**src/hdl/mep_pkg.sv**
```systemverilog
// Shared types, constants and functions of the escape-time pixel block.
`default_nettype none

package mep_pkg;

    localparam int MAX_COLUMNS    = 4096;
    localparam int MAX_ROWS       = 4096;
    localparam int ITER_LIMIT_MAX = 32768;

    localparam int COL_W   = 12;
    localparam int ROW_W   = 12;
    localparam int COUNT_W = 15;
    localparam int PIX_W   = 24;
    localparam int LIMIT_W = 16;
    localparam int WIDTH_W = 13;
    localparam int STEP_W  = 31;
    localparam int Q_W     = 32;
    localparam int Z_W     = 29;
    localparam int SQ_W    = 55;
    localparam int NZ_W    = 34;
    localparam int MAP_W   = 46;
    localparam int PROD_W  = 64;
    localparam int CFG_IDX_W = 3;

    localparam logic [CFG_IDX_W-1:0] CFG_ORIGIN_REAL     = 3'd0;
    localparam logic [CFG_IDX_W-1:0] CFG_ORIGIN_IMAG     = 3'd1;
    localparam logic [CFG_IDX_W-1:0] CFG_STEP_REAL       = 3'd2;
    localparam logic [CFG_IDX_W-1:0] CFG_STEP_IMAG       = 3'd3;
    localparam logic [CFG_IDX_W-1:0] CFG_IMAGE_WIDTH     = 3'd4;
    localparam logic [CFG_IDX_W-1:0] CFG_ITERATION_LIMIT = 3'd5;

    localparam logic signed [Q_W-1:0] ORIGIN_REAL_RST = -32'sd98146714;
    localparam logic signed [Q_W-1:0] ORIGIN_IMAG_RST = -32'sd42467328;
    localparam logic [STEP_W-1:0]     STEP_REAL_RST   = 31'd118057;
    localparam logic [STEP_W-1:0]     STEP_IMAG_RST   = 31'd118129;
    localparam logic [WIDTH_W-1:0]    IMAGE_WIDTH_RST = 13'd1280;
    localparam logic [LIMIT_W-1:0]    ITER_LIMIT_RST  = 16'd32768;

    // Escape bound of 4.0 on each part and of 16.0 on the squared magnitude.
    localparam logic signed [NZ_W-1:0] ESC_BOUND = 34'sd134217728;
    localparam logic [SQ_W:0]          ESC_SQ    = 56'd1 << 54;

    localparam logic [7:0] SCALE5_LUT [32] = '{
        8'd0,   8'd8,   8'd16,  8'd24,  8'd32,  8'd41,  8'd49,  8'd57,
        8'd65,  8'd74,  8'd82,  8'd90,  8'd98,  8'd106, 8'd115, 8'd123,
        8'd131, 8'd139, 8'd148, 8'd156, 8'd164, 8'd172, 8'd180, 8'd189,
        8'd197, 8'd205, 8'd213, 8'd222, 8'd230, 8'd238, 8'd246, 8'd255
    };

    typedef struct packed {
        logic signed [Q_W-1:0] origin_real;
        logic signed [Q_W-1:0] origin_imag;
        logic [STEP_W-1:0]     step_real;
        logic [STEP_W-1:0]     step_imag;
        logic [WIDTH_W-1:0]    image_width;
        logic [LIMIT_W-1:0]    iteration_limit;
    } cfg_t;

    typedef struct packed {
        logic [COUNT_W-1:0] count;
        logic [PIX_W-1:0]   pixel_index;
    } result_t;

    typedef enum logic [3:0] {
        ST_IDLE,
        ST_MAP_CR,
        ST_MAP_CI,
        ST_MAP_PIX,
        ST_MAP_END,
        ST_NEXT,
        ST_SQR,
        ST_SQI,
        ST_TEST,
        ST_DONE
    } core_state_t;

    function automatic logic signed [Q_W-1:0] sat_q32(input logic signed [MAP_W-1:0] v);
        logic signed [MAP_W-1:0] hi;
        logic signed [MAP_W-1:0] lo;
        hi = MAP_W'(64'sh7FFF_FFFF);
        lo = -MAP_W'(64'sh8000_0000);
        if (v > hi) begin
            return 32'sh7FFF_FFFF;
        end else if (v < lo) begin
            return 32'sh8000_0000;
        end
        return v[Q_W-1:0];
    endfunction

endpackage

`default_nettype wire

```
**src/hdl/mep_cfg_regs.sv**
```systemverilog
// Configuration register file with a plain write port.
`default_nettype none

module mep_cfg_regs (
    input  wire logic                            aclk,
    input  wire logic                            aresetn,
    input  wire logic                            cfg_wr_en,
    input  wire logic [mep_pkg::CFG_IDX_W-1:0]   cfg_index,
    input  wire logic [31:0]                     cfg_wdata,
    output mep_pkg::cfg_t                        cfg
);

    mep_pkg::cfg_t cfg_reg;

    always_ff @(posedge aclk) begin
        if (!aresetn) begin
            cfg_reg.origin_real     <= mep_pkg::ORIGIN_REAL_RST;
            cfg_reg.origin_imag     <= mep_pkg::ORIGIN_IMAG_RST;
            cfg_reg.step_real       <= mep_pkg::STEP_REAL_RST;
            cfg_reg.step_imag       <= mep_pkg::STEP_IMAG_RST;
            cfg_reg.image_width     <= mep_pkg::IMAGE_WIDTH_RST;
            cfg_reg.iteration_limit <= mep_pkg::ITER_LIMIT_RST;
        end else if (cfg_wr_en) begin
            unique case (cfg_index)
                mep_pkg::CFG_ORIGIN_REAL: begin
                    cfg_reg.origin_real <= cfg_wdata;
                end
                mep_pkg::CFG_ORIGIN_IMAG: begin
                    cfg_reg.origin_imag <= cfg_wdata;
                end
                mep_pkg::CFG_STEP_REAL: begin
                    cfg_reg.step_real <= cfg_wdata[mep_pkg::STEP_W-1:0];
                end
                mep_pkg::CFG_STEP_IMAG: begin
                    cfg_reg.step_imag <= cfg_wdata[mep_pkg::STEP_W-1:0];
                end
                mep_pkg::CFG_IMAGE_WIDTH: begin
                    cfg_reg.image_width <= cfg_wdata[mep_pkg::WIDTH_W-1:0];
                end
                mep_pkg::CFG_ITERATION_LIMIT: begin
                    cfg_reg.iteration_limit <= cfg_wdata[mep_pkg::LIMIT_W-1:0];
                end
                default: begin
                end
            endcase
        end
    end

    assign cfg = cfg_reg;

endmodule

`default_nettype wire

```
**src/hdl/mep_mul.sv**
```systemverilog
// Shared signed 32 by 32 multiplier with a registered product.
`default_nettype none

module mep_mul (
    input  wire logic                                 aclk,
    input  wire logic signed [mep_pkg::Q_W-1:0]       mul_a,
    input  wire logic signed [mep_pkg::Q_W-1:0]       mul_b,
    output logic signed [mep_pkg::PROD_W-1:0]         prod
);

    logic signed [mep_pkg::PROD_W-1:0] prod_reg;

    always_ff @(posedge aclk) begin
        prod_reg <= mul_a * mul_b;
    end

    assign prod = prod_reg;

endmodule

`default_nettype wire

```
**src/hdl/mep_core.sv**
```systemverilog
// Sequencer and datapath that map the pixel and run the escape-time iteration.
`default_nettype none

module mep_core (
    input  wire logic                              aclk,
    input  wire logic                              aresetn,
    input  wire mep_pkg::cfg_t                     cfg,
    input  wire logic                              in_valid,
    output logic                                   in_ready,
    input  wire logic [mep_pkg::COL_W-1:0]         in_column,
    input  wire logic [mep_pkg::ROW_W-1:0]         in_row,
    output logic signed [mep_pkg::Q_W-1:0]         mul_a,
    output logic signed [mep_pkg::Q_W-1:0]         mul_b,
    input  wire logic signed [mep_pkg::PROD_W-1:0] prod,
    output logic                                   res_valid,
    input  wire logic                              res_ready,
    output mep_pkg::result_t                       res
);

    mep_pkg::core_state_t state_reg, state_next;

    logic [mep_pkg::COL_W-1:0]         col_reg, col_next;
    logic [mep_pkg::ROW_W-1:0]         row_reg, row_next;
    logic signed [mep_pkg::Q_W-1:0]    cr_reg, cr_next;
    logic signed [mep_pkg::Q_W-1:0]    ci_reg, ci_next;
    logic [mep_pkg::PIX_W-1:0]         pix_reg, pix_next;
    logic [mep_pkg::LIMIT_W-1:0]       k_reg, k_next;
    logic signed [mep_pkg::Z_W-1:0]    zr_reg, zr_next;
    logic signed [mep_pkg::Z_W-1:0]    zi_reg, zi_next;
    logic [mep_pkg::SQ_W-1:0]          sqr_reg, sqr_next;
    logic [mep_pkg::SQ_W-1:0]          sqi_reg, sqi_next;
    logic [mep_pkg::COUNT_W-1:0]       count_reg, count_next;

    logic [mep_pkg::COL_W-1:0]         col_sat;
    logic [mep_pkg::ROW_W-1:0]         row_sat;
    logic [mep_pkg::LIMIT_W-1:0]       limit;
    logic [mep_pkg::LIMIT_W-1:0]       k_inc;
    logic signed [mep_pkg::MAP_W-1:0]  map_sum_r;
    logic signed [mep_pkg::MAP_W-1:0]  map_sum_i;
    logic signed [mep_pkg::SQ_W:0]     sq_diff;
    logic signed [mep_pkg::NZ_W-1:0]   nr;
    logic signed [mep_pkg::NZ_W-1:0]   ni;
    logic                              out_of_bound;
    logic [mep_pkg::SQ_W:0]            mag_sq;

    // Indices beyond the supported image size map to the last column or row.
    assign col_sat = ({5'd0, col_reg} > 17'(mep_pkg::MAX_COLUMNS - 1))
                   ? mep_pkg::COL_W'(mep_pkg::MAX_COLUMNS - 1) : col_reg;
    assign row_sat = ({5'd0, row_reg} > 17'(mep_pkg::MAX_ROWS - 1))
                   ? mep_pkg::ROW_W'(mep_pkg::MAX_ROWS - 1) : row_reg;

    assign limit = (cfg.iteration_limit > mep_pkg::LIMIT_W'(mep_pkg::ITER_LIMIT_MAX))
                 ? mep_pkg::LIMIT_W'(mep_pkg::ITER_LIMIT_MAX) : cfg.iteration_limit;
    assign k_inc = k_reg + 16'd1;

    assign map_sum_r = {{14{cfg.origin_real[31]}}, cfg.origin_real} + prod[mep_pkg::MAP_W-1:0];
    assign map_sum_i = {{14{cfg.origin_imag[31]}}, cfg.origin_imag} + prod[mep_pkg::MAP_W-1:0];

    // The real part floors (zr^2 - zi^2) / 2^25, the imaginary part floors zr*zi / 2^24.
    assign sq_diff = $signed({1'b0, sqr_reg}) - $signed({1'b0, sqi_reg});
    assign nr = {{3{sq_diff[55]}}, sq_diff[55:25]} + {{2{cr_reg[31]}}, cr_reg};
    assign ni = {{2{prod[55]}}, prod[55:24]} + {{2{ci_reg[31]}}, ci_reg};
    assign out_of_bound = (nr > mep_pkg::ESC_BOUND) || (nr < -mep_pkg::ESC_BOUND)
                       || (ni > mep_pkg::ESC_BOUND) || (ni < -mep_pkg::ESC_BOUND);
    assign mag_sq = {1'b0, sqr_reg} + {1'b0, prod[mep_pkg::SQ_W-1:0]};

    always_ff @(posedge aclk) begin
        if (!aresetn) begin
            state_reg <= mep_pkg::ST_IDLE;
        end else begin
            state_reg <= state_next;
        end
    end

    always_ff @(posedge aclk) begin
        col_reg   <= col_next;
        row_reg   <= row_next;
        cr_reg    <= cr_next;
        ci_reg    <= ci_next;
        pix_reg   <= pix_next;
        k_reg     <= k_next;
        zr_reg    <= zr_next;
        zi_reg    <= zi_next;
        sqr_reg   <= sqr_next;
        sqi_reg   <= sqi_next;
        count_reg <= count_next;
    end

    always_comb begin
        state_next = state_reg;
        col_next   = col_reg;
        row_next   = row_reg;
        cr_next    = cr_reg;
        ci_next    = ci_reg;
        pix_next   = pix_reg;
        k_next     = k_reg;
        zr_next    = zr_reg;
        zi_next    = zi_reg;
        sqr_next   = sqr_reg;
        sqi_next   = sqi_reg;
        count_next = count_reg;
        mul_a      = '0;
        mul_b      = '0;
        in_ready   = 1'b0;
        res_valid  = 1'b0;

        unique case (state_reg)
            mep_pkg::ST_IDLE: begin
                in_ready = 1'b1;
                if (in_valid) begin
                    col_next   = in_column;
                    row_next   = in_row;
                    state_next = mep_pkg::ST_MAP_CR;
                end
            end
            mep_pkg::ST_MAP_CR: begin
                mul_a      = $signed({20'd0, col_sat});
                mul_b      = $signed({1'b0, cfg.step_real});
                state_next = mep_pkg::ST_MAP_CI;
            end
            mep_pkg::ST_MAP_CI: begin
                cr_next    = mep_pkg::sat_q32(map_sum_r);
                mul_a      = $signed({20'd0, row_sat});
                mul_b      = $signed({1'b0, cfg.step_imag});
                state_next = mep_pkg::ST_MAP_PIX;
            end
            mep_pkg::ST_MAP_PIX: begin
                ci_next    = mep_pkg::sat_q32(map_sum_i);
                mul_a      = $signed({20'd0, row_reg});
                mul_b      = $signed({19'd0, cfg.image_width});
                state_next = mep_pkg::ST_MAP_END;
            end
            mep_pkg::ST_MAP_END: begin
                pix_next = prod[mep_pkg::PIX_W-1:0] + {12'd0, col_reg};
                zr_next  = '0;
                zi_next  = '0;
                sqr_next = '0;
                sqi_next = '0;
                k_next   = '0;
                if (limit == '0) begin
                    count_next = '0;
                    state_next = mep_pkg::ST_DONE;
                end else begin
                    state_next = mep_pkg::ST_NEXT;
                end
            end
            mep_pkg::ST_NEXT: begin
                if (out_of_bound) begin
                    count_next = k_reg[mep_pkg::COUNT_W-1:0];
                    state_next = mep_pkg::ST_DONE;
                end else begin
                    zr_next    = nr[mep_pkg::Z_W-1:0];
                    zi_next    = ni[mep_pkg::Z_W-1:0];
                    state_next = mep_pkg::ST_SQR;
                end
            end
            mep_pkg::ST_SQR: begin
                mul_a      = {{3{zr_reg[28]}}, zr_reg};
                mul_b      = {{3{zr_reg[28]}}, zr_reg};
                state_next = mep_pkg::ST_SQI;
            end
            mep_pkg::ST_SQI: begin
                sqr_next   = prod[mep_pkg::SQ_W-1:0];
                mul_a      = {{3{zi_reg[28]}}, zi_reg};
                mul_b      = {{3{zi_reg[28]}}, zi_reg};
                state_next = mep_pkg::ST_TEST;
            end
            mep_pkg::ST_TEST: begin
                sqi_next = prod[mep_pkg::SQ_W-1:0];
                mul_a    = {{3{zr_reg[28]}}, zr_reg};
                mul_b    = {{3{zi_reg[28]}}, zi_reg};
                if (mag_sq > mep_pkg::ESC_SQ) begin
                    count_next = k_reg[mep_pkg::COUNT_W-1:0];
                    state_next = mep_pkg::ST_DONE;
                end else if (k_inc == limit) begin
                    count_next = '0;
                    state_next = mep_pkg::ST_DONE;
                end else begin
                    k_next     = k_inc;
                    state_next = mep_pkg::ST_NEXT;
                end
            end
            mep_pkg::ST_DONE: begin
                res_valid = 1'b1;
                if (res_ready) begin
                    state_next = mep_pkg::ST_IDLE;
                end
            end
            default: begin
                state_next = mep_pkg::ST_IDLE;
            end
        endcase
    end

    assign res.count       = count_reg;
    assign res.pixel_index = pix_reg;

endmodule

`default_nettype wire

```
**src/hdl/mep_out_stage.sv**
```systemverilog
// Output register that splits the count into color channels and holds the result item.
`default_nettype none

module mep_out_stage (
    input  wire logic                          aclk,
    input  wire logic                          aresetn,
    input  wire logic                          res_valid,
    output logic                               res_ready,
    input  wire mep_pkg::result_t              res,
    output logic                               m_valid,
    input  wire logic                          m_ready,
    output logic [mep_pkg::COUNT_W-1:0]        m_iteration_count,
    output logic [7:0]                         m_blue,
    output logic [7:0]                         m_green,
    output logic [7:0]                         m_red,
    output logic [mep_pkg::PIX_W-1:0]          m_pixel_index
);

    logic                          valid_reg;
    logic [mep_pkg::COUNT_W-1:0]   count_reg;
    logic [7:0]                    blue_reg;
    logic [7:0]                    green_reg;
    logic [7:0]                    red_reg;
    logic [mep_pkg::PIX_W-1:0]     pix_reg;
    logic                          load;

    assign res_ready = !valid_reg || m_ready;
    assign load      = res_valid && res_ready;

    always_ff @(posedge aclk) begin
        if (!aresetn) begin
            valid_reg <= 1'b0;
        end else if (load) begin
            valid_reg <= 1'b1;
        end else if (m_ready) begin
            valid_reg <= 1'b0;
        end
    end

    always_ff @(posedge aclk) begin
        if (load) begin
            count_reg <= res.count;
            blue_reg  <= mep_pkg::SCALE5_LUT[res.count[4:0]];
            green_reg <= mep_pkg::SCALE5_LUT[res.count[9:5]];
            red_reg   <= mep_pkg::SCALE5_LUT[res.count[14:10]];
            pix_reg   <= res.pixel_index;
        end
    end

    assign m_valid           = valid_reg;
    assign m_iteration_count = count_reg;
    assign m_blue            = blue_reg;
    assign m_green           = green_reg;
    assign m_red             = red_reg;
    assign m_pixel_index     = pix_reg;

endmodule

`default_nettype wire

```
**src/hdl/mandelbrot_escape_pixel.sv**
```systemverilog
// Top level of the escape-time pixel evaluator.
//
// Channel   Direction  Handshake           Payload
// s_        in         s_valid / s_ready   s_column, s_row
// m_        out        m_valid / m_ready   m_iteration_count, m_blue, m_green, m_red,
//                                          m_pixel_index
// cfg_      in         cfg_wr_en           cfg_index, cfg_wdata
//
// Each item passes MAP_CR, MAP_CI, MAP_PIX and MAP_END, then NEXT, SQR, SQI and TEST per
// iteration tried, ending in NEXT when a part of the new point leaves the bound. The
// shared 32 by 32 multiplier forms three products per iteration. Reset is synchronous
// and active low and returns the state, the valid flag and the configuration registers
// to their defaults. The input side accepts a new item while the previous result waits
// in the output register; a stalled result holds the sequencer in its final state.
`default_nettype none

module mandelbrot_escape_pixel (
    input  wire logic                            aclk,
    input  wire logic                            aresetn,
    input  wire logic                            s_valid,
    output logic                                 s_ready,
    input  wire logic [mep_pkg::COL_W-1:0]       s_column,
    input  wire logic [mep_pkg::ROW_W-1:0]       s_row,
    output logic                                 m_valid,
    input  wire logic                            m_ready,
    output logic [mep_pkg::COUNT_W-1:0]          m_iteration_count,
    output logic [7:0]                           m_blue,
    output logic [7:0]                           m_green,
    output logic [7:0]                           m_red,
    output logic [mep_pkg::PIX_W-1:0]            m_pixel_index,
    input  wire logic                            cfg_wr_en,
    input  wire logic [mep_pkg::CFG_IDX_W-1:0]   cfg_index,
    input  wire logic [31:0]                     cfg_wdata
);

    mep_pkg::cfg_t                      cfg;
    mep_pkg::result_t                   res;
    logic                               res_valid;
    logic                               res_ready;
    logic signed [mep_pkg::Q_W-1:0]     mul_a;
    logic signed [mep_pkg::Q_W-1:0]     mul_b;
    logic signed [mep_pkg::PROD_W-1:0]  prod;

    mep_cfg_regs u_cfg (
        .aclk      (aclk),
        .aresetn   (aresetn),
        .cfg_wr_en (cfg_wr_en),
        .cfg_index (cfg_index),
        .cfg_wdata (cfg_wdata),
        .cfg       (cfg)
    );

    mep_mul u_mul (
        .aclk  (aclk),
        .mul_a (mul_a),
        .mul_b (mul_b),
        .prod  (prod)
    );

    mep_core u_core (
        .aclk      (aclk),
        .aresetn   (aresetn),
        .cfg       (cfg),
        .in_valid  (s_valid),
        .in_ready  (s_ready),
        .in_column (s_column),
        .in_row    (s_row),
        .mul_a     (mul_a),
        .mul_b     (mul_b),
        .prod      (prod),
        .res_valid (res_valid),
        .res_ready (res_ready),
        .res       (res)
    );

    mep_out_stage u_out (
        .aclk              (aclk),
        .aresetn           (aresetn),
        .res_valid         (res_valid),
        .res_ready         (res_ready),
        .res               (res),
        .m_valid           (m_valid),
        .m_ready           (m_ready),
        .m_iteration_count (m_iteration_count),
        .m_blue            (m_blue),
        .m_green           (m_green),
        .m_red             (m_red),
        .m_pixel_index     (m_pixel_index)
    );

endmodule

`default_nettype wire

```
**config.mk**
```make
export PLATFORM = sky130hd
export DESIGN_NAME = mandelbrot_escape_pixel
export DESIGN_NICKNAME = d
export VERILOG_FILES = /design/src/hdl/mep_pkg.sv /design/src/hdl/mep_cfg_regs.sv /design/src/hdl/mep_mul.sv /design/src/hdl/mep_core.sv /design/src/hdl/mep_out_stage.sv /design/src/hdl/mandelbrot_escape_pixel.sv
export SDC_FILE = /design/constraint.sdc
export NUM_CORES = 2
export LEC_CHECK = 0
export ABC_CLOCK_PERIOD_IN_PS = 26700
export BUFFER_PORTS_ARGS = -buffer_cell sky130_fd_sc_hd__buf_2
export CAP_MARGIN = 10
export CORE_MARGIN = 8
export CORE_UTILIZATION = 45
export CTS_CLUSTER_DIAMETER = 60
export CTS_CLUSTER_SIZE = 20
export DETAILED_ROUTE_END_ITERATION = 10
export PLACE_DENSITY = 0.67
export SLEW_MARGIN = 0
export SYNTH_ARGS = -nofsm -noshare
export SYNTH_HDL_FRONTEND = slang
export SYNTH_SLANG_ARGS = --single-unit
```
**constraint.sdc**
```tcl
create_clock -name aclk -period 26.7 [get_ports aclk]
set_input_delay 1.335 -clock aclk [delete_from_list [all_inputs] [get_ports aclk]]
set_output_delay 1.335 -clock aclk [all_outputs]
set_load 0.01 [all_outputs]
```
==> impl_metrics.env <==
export IMPL_post_cts_buffers=0
export IMPL_end_kind="flip-flop"
export IMPL_async_flop_share_pct=0
export IMPL_multi_input_area_mm2=0.0469
export IMPL_cts_tree="yes"
export IMPL_clk_pin_slew_ps=80
export IMPL_r2r_slack_ps=15500
export IMPL_antenna_found_initial=15
export IMPL_fin_crit_sh_pct=42.0
export IMPL_hold_class="reg2reg"
export IMPL_antenna_left=0
export IMPL_place_detailed_hpwl_um=181000
export IMPL_cts_htree_levels=2
export IMPL_ys_seq_area_share_pct=22.5
export IMPL_syn_instance_count=7434
export IMPL_area_delta_synth_final_pct=7.23
export IMPL_synth_fp_nets=8887
export IMPL_crit_top_cell="fa_1"
export IMPL_rsz0062_at_grt="false"
export IMPL_period_minus_slack_ps=11200
export IMPL_finalSetupTns_ps=0
export IMPL_start_util_pct=45.4
export IMPL_routabilityCongestion=0.988
export IMPL_dpl_cell_area_mm2=0.0701
export IMPL_routedWlPerCell_um=24.5
export IMPL_core_area_mm2=0.148
export IMPL_fmax_mhz=89.2
export IMPL_final_setup_viol_count=0
export IMPL_avgSynthCellArea_um2=9.03
export IMPL_crit_cells=35
export IMPL_synth_most_common_cell="nand2_1"
export IMPL_synth_edf_count=359
export IMPL_hold_violations=0
export IMPL_crit_family="adder cells"
export IMPL_min_to="u_out.m_pixel_index[8]$_DFFE_PP_"
export IMPL_crit_required_ps=27290
export IMPL_rr_startpoint="u_core.state_reg[2]$_SDFFE_PN0P_"
export IMPL_ir_worst_vdd_mv=0.0686
export IMPL_finClkSkew_ps=34.7
export IMPL_power_density_mw_per_mm2=53.4
export IMPL_path_class="reg2reg"
export IMPL_io_buffer_count=128
export IMPL_clock_latency_ps=660
export IMPL_status="completed"
export IMPL_numCtsBuffers=53
export IMPL_synthesis_area_mm2=0.0671
export IMPL_seq_area_mm2=0.0151
export IMPL_drt_wl_total_um=231000
export IMPL_cpPeakStageDelay_ps=920
export IMPL_start_kind="flip-flop"
export IMPL_cts_hold_buffers=0
export IMPL_fin_ws_ps=15500
export IMPL_root_buffer="clkbuf_16"
export IMPL_synth_ff_type="edfxtp_1"
export IMPL_dp_cells=9304
export IMPL_whs_path_depth=0
export IMPL_slew_violations=0
export IMPL_worst_pin_slew_ps=1230
export IMPL_worstHoldStart="u_core.pix_reg[8]$_DFFE_PP_"
export IMPL_synthTopCellsByArea="fa_1 28%, edfxtp_1 16%, ha_1 8.4%"
export IMPL_routed_via_count=55400
export IMPL_grt_pass1_vias=54800
export IMPL_synth_top_cell_by_area="fa_1"
export IMPL_grt_max_degree=59
export IMPL_synth_top_cell_area_share_pct=28.0
export IMPL_die_area_mm2=0.162
export IMPL_drtIter0Drc=6039
export IMPL_ioPinCount=129
export IMPL_cts_sinks=575
export IMPL_n_fill_cell=13800
export IMPL_drv_cap=0
export IMPL_stdcell_area_mm2=0.0720
export IMPL_relSlewSlack_pct=15.9
export IMPL_dpl_worst_slack_ps=15640
export IMPL_arrival_ps=11790
export IMPL_die_x_um=402
export IMPL_path_buf_inv=8
export IMPL_fin_cells=9421
export IMPL_num_rows=141
export IMPL_gr_total_overflow=0
export IMPL_grt_pass1_wl_um=346000
export IMPL_crit_slowest_cell="nor2_4"
export IMPL_ys_top_cells_by_count="1090 x nand2_1, 1027 x inv_1, 940 x fa_1"
export IMPL_drc=0
export IMPL_grt_total_usage_pct=28.0
export IMPL_drive_above_1_share_pct=5.98
export IMPL_first_pass_iters=9
export IMPL_cts_buffer_depth=3
export IMPL_largest_register_ff_count=155
export IMPL_crit_path_max_fanout=54
export IMPL_r2r_end="u_mul.prod[54]$_DFF_P_"
export IMPL_yosys_register_bits=575
export IMPL_synth_distinct_cells=96
export IMPL_vias_per_cell=5.88
export IMPL_ys_warnings_count=0
export IMPL_die_height_um=402
export IMPL_cts_repair_resized=0
export IMPL_reg2reg_depth=35
export IMPL_final_nets=8883
export IMPL_power_leakage_nw=32.8
## report_power, final
part,switching [mW],total [mW],internal [mW]
combinational,1.22,1.89,0.662
clock,0.416,0.833,0.417
sequential,0.0813,1.13,1.05
## stage by stage
stage                     total power [mW]  util (%)  hold WS [ps]
final                                 3.85      48.6           421
after global routing                  4.05      48.6           432
after CTS                             3.81      48.6           419
after detailed placement              2.98      47.3           405
after global placement                2.95      47.3           403
after floorplan                       2.36         -           400
## how the worst max path moves through the flow
stage                                           startpoint                endpoint  slack, ps
after detailed placement  u_core.state_reg[2]$_SDFFE_PN0P_  u_mul.prod[54]$_DFF_P_      15640
after global routing      u_core.state_reg[2]$_SDFFE_PN0P_  u_mul.prod[54]$_DFF_P_      14800
after global placement    u_core.state_reg[2]$_SDFFE_PN0P_  u_mul.prod[55]$_DFF_P_      15860
after CTS                 u_core.state_reg[2]$_SDFFE_PN0P_  u_mul.prod[54]$_DFF_P_      15590
after floorplan           u_core.state_reg[1]$_SDFFE_PN0P_  u_mul.prod[43]$_DFF_P_      16810
final                     u_core.state_reg[2]$_SDFFE_PN0P_  u_mul.prod[54]$_DFF_P_      15500
## placed cells by master (no fill, tap or decap), drive strengths merged, types with 46 or more instances in the layout
cell and n:
nor2b 59, a211oi 47, a21o 169, o21ai 219
fa 940, and3 49, a22oi 48, nand3 131
edfxtp 359, xnor2 170, nor3 81, buf 278
ha 449, nand4 73, xor2 99, nand2b 46
clkbuf 61, inv 1050, a21oi 406, nor2 671
and2 162, nand2 1090, dfxtp 216, o21a 62
## per-layer routing
layer / part of all wire, % / up-vias / track usage (%) / wire length (µm)
met5: 0.10 / - / 0.951 / 239
met4: 5.6 / 8 / 12.8 / 13000
met3: 11 / 588 / 6.83 / 25100
met2: 43 / 2950 / 42.7 / 99900
met1: 40 / 27300 / 37.5 / 92600
li1: - / 24500 / - / -
## logic make-up (layout without fill, tap and decap cells)
| kind of cell | after synthesis | count (layout) | synth area share (%) |
|---|---|---|---|
| simple gates | 2511 | 2511 | 16.7 |
| other cells | 0 | 16 | 0 |
| xor+xnor | 269 | 269 | 3.51 |
| buf+inv | 1365 | 1406 | 7.76 |
| compound gates | 1314 | 1314 | 12.9 |
| fa+ha+maj | 1389 | 1389 | 36.4 |
| flops | 575 | 575 | 22.5 |
| mux | 11 | 11 | 0.173 |
## layout make-up
class / instances / share of cell area, %
Timing Repair Buffer: 278 / 2.46
Antenna cell: 16 / 0.0556
Multi-Input combinational cell: 5494 / 65.2
Inverter: 1028 / 5.36
Clock inverter: 39 / 0.681
Sequential cell: 575 / 21.0
Tap cell: 1930 / 3.35
Clock buffer: 61 / 1.91
(Power assumes the default switching activity.)
